File: config.mk
export PLATFORM = sky130hd
export DESIGN_NAME = ppes_ctrl
export DESIGN_NICKNAME = d
export VERILOG_FILES = /design/src/ppes_pkg.sv /design/src/ppes_ctrl.sv
export SDC_FILE = /design/constraint.sdc
export NUM_CORES = 1
export LEC_CHECK = 0
export ABC_CLOCK_PERIOD_IN_PS = 1600
export BUFFER_PORTS_ARGS = -buffer_cell sky130_fd_sc_hd__buf_2
export CAP_MARGIN = 30
export CORE_AREA = 2 2 39 41
export DETAILED_ROUTE_END_ITERATION = 12
export DIE_AREA = 0 0 41 43
export PLACE_DENSITY = 0.62
export SYNTH_ARGS = -nofsm -noshare
export SYNTH_HDL_FRONTEND = slang
export SYNTH_SLANG_ARGS = --single-unit
File: constraint.sdc
create_clock -name clk -period 1.6 [get_ports clk]
set_input_delay 0.08 -clock clk [delete_from_list [all_inputs] [get_ports clk]]
set_output_delay 0.08 -clock clk [all_outputs]
set_load 0.05 [all_outputs]
File: src/ppes_pkg.sv
// ----------------------------------------------------------------------------
// ppes_pkg
// Shared types and constants for the pair potential energy sum block.
// ----------------------------------------------------------------------------
`default_nettype none
package ppes_pkg;

  localparam int unsigned NUM_W    = 96;
  localparam logic [31:0] G_RESET  = 32'd65536;

  typedef enum logic [3:0] {
    ST_IDLE,
    ST_DIFF,
    ST_SQ,
    ST_SQRT,
    ST_MUL1,
    ST_MUL2,
    ST_MUL3,
    ST_DIV,
    ST_ACC,
    ST_OUT
  } state_t;

  typedef struct packed {
    logic load;
    logic diff;
    logic sq;
    logic sqrt_init;
    logic sqrt_step;
    logic mul1;
    logic mul2;
    logic mul3;
    logic div_init;
    logic div_step;
    logic acc;
    logic emit;
    logic clear;
  } cmd_t;

  typedef struct packed {
    logic sq_done;
    logic sqrt_done;
    logic div_done;
    logic last;
  } stat_t;

endpackage
`default_nettype wire

File: src/ppes_ctrl.sv
// ----------------------------------------------------------------------------
// ppes_ctrl
// Sequencer for one pair: difference, squares, root, products, divide, sum, and output after the last pair.
// ----------------------------------------------------------------------------
`default_nettype none
module ppes_ctrl (
  input  wire              clk,
  input  wire              rst,
  input  wire              in_valid,
  output logic             in_ready,
  output logic             out_valid,
  input  wire              out_ready,
  input  ppes_pkg::stat_t  stat,
  output ppes_pkg::cmd_t   cmd
);

  ppes_pkg::state_t state, state_next;

  always_ff @(posedge clk) begin
    if (rst) begin
      state <= ppes_pkg::ST_IDLE;
    end else begin
      state <= state_next;
    end
  end

  always_comb begin
    state_next = state;
    cmd        = '0;
    in_ready   = 1'b0;
    out_valid  = 1'b0;
    case (state)
      ppes_pkg::ST_IDLE: begin
        in_ready = 1'b1;
        if (in_valid) begin
          cmd.load   = 1'b1;
          state_next = ppes_pkg::ST_DIFF;
        end
      end
      ppes_pkg::ST_DIFF: begin
        cmd.diff   = 1'b1;
        state_next = ppes_pkg::ST_SQ;
      end
      ppes_pkg::ST_SQ: begin
        cmd.sq = 1'b1;
        if (stat.sq_done) begin
          cmd.sqrt_init = 1'b1;
          state_next    = ppes_pkg::ST_SQRT;
        end
      end
      ppes_pkg::ST_SQRT: begin
        cmd.sqrt_step = 1'b1;
        if (stat.sqrt_done) begin
          state_next = ppes_pkg::ST_MUL1;
        end
      end
      ppes_pkg::ST_MUL1: begin
        cmd.mul1   = 1'b1;
        state_next = ppes_pkg::ST_MUL2;
      end
      ppes_pkg::ST_MUL2: begin
        cmd.mul2   = 1'b1;
        state_next = ppes_pkg::ST_MUL3;
      end
      ppes_pkg::ST_MUL3: begin
        cmd.mul3     = 1'b1;
        cmd.div_init = 1'b1;
        state_next   = ppes_pkg::ST_DIV;
      end
      ppes_pkg::ST_DIV: begin
        cmd.div_step = 1'b1;
        if (stat.div_done) begin
          state_next = ppes_pkg::ST_ACC;
        end
      end
      ppes_pkg::ST_ACC: begin
        cmd.acc    = 1'b1;
        state_next = stat.last ? ppes_pkg::ST_OUT : ppes_pkg::ST_IDLE;
      end
      ppes_pkg::ST_OUT: begin
        out_valid = 1'b1;
        if (out_ready) begin
          cmd.clear  = 1'b1;
          state_next = ppes_pkg::ST_IDLE;
        end
      end
      default: state_next = ppes_pkg::ST_IDLE;
    endcase
  end

endmodule
`default_nettype wire

=== Word-level counts from Yosys, hierarchy flattened ===
Index checks and enable logic that the tools add are counted.

* Flip-flop bits (word level): 4
* Output and inout port bits: 15
* Logic and storage cells: 39

* Eq/ne operators: 14
* Multiplexer cells: 22
* Reduce and logical (&&, ||, !) cells: 2

{| class="wikitable"
|+ Operators by type and width
! cell !! count
|-
| $pmux W4 S10 || 1
|-
| $mux W4 || 6
|-
| $eq A4 B3 Y1 const B || 4
|-
| $mux W1 || 13
|-
| $ne A2 B2 Y1 const B || 5
|-
| $eq A4 B2 Y1 const B || 2
|-
| $eq A4 B4 Y1 const B || 2
|-
| $reduce_and A5 Y1 || 1
|-
| $eq A4 B1 Y1 const B || 1
|-
| $logic_not A4 Y1 || 1
|-
| $mux W2 || 2
|}

=== Depth between registers and ports, before layout ===
* Depth after elaboration: 3
* Depth in mapped cells: 5
* Depth with buffers taken out: 4

=== Worst setup path after synthesis ===
OpenSTA, ideal clock, no wires.

* Kind: register to output
* Start point: register state[3]
* End point: output port cmd[12] (netlist bit)
* Arrival: 2.659 ns
* Required time: 1.520 ns
* Setup slack: -1.139 ns
* Stages on the path, launching flop included: 4
* Path through: dfxtp_1 -> buf_2 -> nor4_1 -> and2_1

{| class="wikitable"
|+ RTL lines
! element !! RTL line !! text
|-
| from (decl) || ppes_ctrl.sv:17 || <nowiki>ppes_pkg::state_t state, state_next;</nowiki>
|-
| from (signal assigned) || ppes_ctrl.sv:21 || <nowiki>state <= ppes_pkg::ST_IDLE;</nowiki>
|-
| from (signal assigned) || ppes_ctrl.sv:23 || <nowiki>state <= state_next;</nowiki>
|-
| to (decl) || ppes_ctrl.sv:14 || <nowiki>output ppes_pkg::cmd_t cmd</nowiki>
|}

==> results.md <==
* First-pass GRT wire length at between 1.5 and 2 mm
* Skew final at 1.32 ps
* CP endpoint kind: primary output
* Remaining antenna violation count at 0
* Post-route setup TNS at 0 ps
* GR Overflow Total at 0
* Setup bufs post-CTS at 0
* Largest net degree at the start of global routing at 11
* Clk_lat worst skew at roughly 230 ps
* WHS Path Cells at 2
* Synthesized area at 379 µm²
* Final Util at 0.395
* Power per Cell Area at about 740 nW/µm²
* CTS Hold Bufs at 0
* Worst EP arrival at around 1400 ps
* # DRC at 0
* Worst Path Buf+Inv at 2
* Pleak at between 0.2 and 0.3 nW
* Max Buffers Root-to-Sink at 2
* Final hold viol count at 0
* Via count at roughly 410
* Status: complete, no violations
* Max stage delay on crit path at around 380 ps
* Number of synthesized register bits at 4
* EDFF count, synth at 0
* Fin crit share at 0.939
* Chip height at about 43 µm
* Tot GR Track Use at 0.125
* Post-synth top cells: 5 x nor2_1, 5 x nor3_1, 4 x and2_1, 4 x dfxtp_1, 4 x nand2b_1
* Final cell count without fillers at 85
* Max stage delay cell, worst path: dfxtp_1
* Root Buffer: clkbuf_4
* Drt pass-1 iters at 4
* Num rows at 14
* Antenna violations before repair at 0
* Mean post-synth cell area at ~8 µm²
* Startpoint Class: register
* Core ar. at around 1400 µm²
* P_sw at around 160 µW
* Synth warn at 0
* Post-synthesis sequential area ratio at 0.211
* Top_reg_cell synth: dfxtp_1
* Routed length per instance at approximately 11 µm
* Max_cap viols at 0
* Critical path class: reg -> out
* Diodes inserted at 0
* Hold_ws at approximately 55 ps
* Top-area cell type share of the netlist area at 0.211
* Pins Over Slew Limit at 0
* Worst min-delay path class: in -> reg
* Dpl cells at 82
* CTS tree: built
* Combinational Power Share at 0.380
* Worst Path Required at approximately 1500 ps
* Routed WL at ~930 µm
* Syn-to-layout area delta at 44.2%
* Worst Path Max Fanout at 6
* Switching share of power at 0.393
* GPL Wtd Cong at roughly 0.81
* H-tree depth at 1
* Post-synth cell types at 24
* Clk slew on worst S/H paths at about 40 ps
* Design Area, Final at around 550 µm²
* Layout cell share with drive strength beyond 1 at 0.565
* CP Depth at 4
* Initial Util at 0.274
* Top cells by area, synth: dfxtp_1 21%, buf_6 8.9%, and2_1 6.6%
* Synth Instances at 47
* Shortest period the worst path allows at 1500 ps
* HPWL after detailed placement at about 720 µm
* RSZ-0062 raised after global routing: no
* 1st-iter DRT viols at 5
* IR drop worst, VDD at 0.000215 V
* Io pins at 23
* Number of CTS-inserted buffers at 3
* Port Buffer Count at 21
* Net count, final at between 70 and 80
* Dominant cell type by area after synthesis: dfxtp_1
* Fmax at approximately 0.67 GHz
* Via density at 4.81
* Die area at about 1800 µm²
* Syn nets at 55
* Via count of the first global-routing pass at just under 400
* Placement Cell Area at ~520 µm²
* Largest registers: state (4)
* Post-synth ARST share at 0
* Seq pwr share at 0.317
* Reg2reg path depth at 5
* Max FFs per register at 4
* Clock Power Share at 0.303
* Crit-path cells: buf_4 > nor3b_4 > and2_2 > buf_2
* Internal power at 244 µW
* Kind of cell adding the most delay to the critical path: buffers and inverters
* Biggest register: state
* CTS Sinks at 4
* Die W at a little over 40 µm
* Setup-failing EPs final at 0
==> area by class of cell <==
class / count / area (µm²)
Sequential cell: 4 / 83.8
Timing Repair Buffer: 25 / 135
Tap cell: 16 / 20.0
Clock buffer: 3 / 22.5
Multi-Input combinational cell: 37 / 285
Fill cell: 155 / 837
==> power groups by stage <==
| stage | sequential [mW] | combinational (mW) | clock [mW] |
|---|---|---|---|
| detailed placement | 0.128 | 0.154 | 0 |
| finish | 0.128 | 0.153 | 0.122 |
| global route | 0.130 | 0.164 | 0.129 |
| global placement | 0.128 | 0.153 | 0 |
| CTS | 0.127 | 0.154 | 0.126 |
| floorplan | 0.110 | 0.147 | 0 |
==> layer usage <==
metal | global-route usage | part of all wire | vias up
met5 | 0 | 0 | -
met4 | 0.0733 | 0 | 0
met3 | 0.0209 | 0.073 | 0
met2 | 0.191 | 0.49 | 13
met1 | 0.157 | 0.44 | 189
li1 | - | - | 207
==> placed cells by master, fill, tap and decap left out, drive strengths merged, types with 2 or more instances in the layout <==
master  count
a21oi       3
and2        4
buf        25
clkbuf      3
dfxtp       4
nand2       2
nand2b      5
nor2        5
nor3        5
==> kinds of logic after synthesis <==
group | Yosys count | share of synthesized area
buffers and inverters | 6 | 0.142
muxes | 1 | 0.0264
and+or+nand+nor | 27 | 0.465
other | 1 | 0.00989
DFF | 4 | 0.211
AOI/OAI and AO/OA | 8 | 0.145
==> per-stage QoR <==
| stage | power, mW | setup WS [ps] |
|---|---|---|
| after global placement | 0.281 | 198 |
| after CTS | 0.406 | 9.23 |
| after global routing | 0.422 | 8.66 |
| final | 0.403 | 97.9 |
| after floorplan | 0.258 | -204 |
| after detailed placement | 0.282 | 162 |
==> repair_timing <==
| item | in CTS | in global routing |
|---|---|---|
| setup endpoints to repair | 2 | 3 |
| resized for setup | 1 | 2 |
| pin swaps | 0 | 0 |
==> worst paths after layout <==
check	startpoint	end	slack (ps)
min reg2reg	state[0]	state[1]	630
max reg2reg	state[2]	state[3]	260
min	rst	state[0]	50
max	state[2]	cmd[0]	100
==> worst register-to-register path, delay by kind of cell (launching register included) <==
family | cells | cell delay, ps
AOI/OAI and AO/OA | 2 | 250
DFF | 1 | 380
and+or+nand+nor | 2 | 440
buffers and inverters | 1 | 200
(Power assumes the default switching activity.)
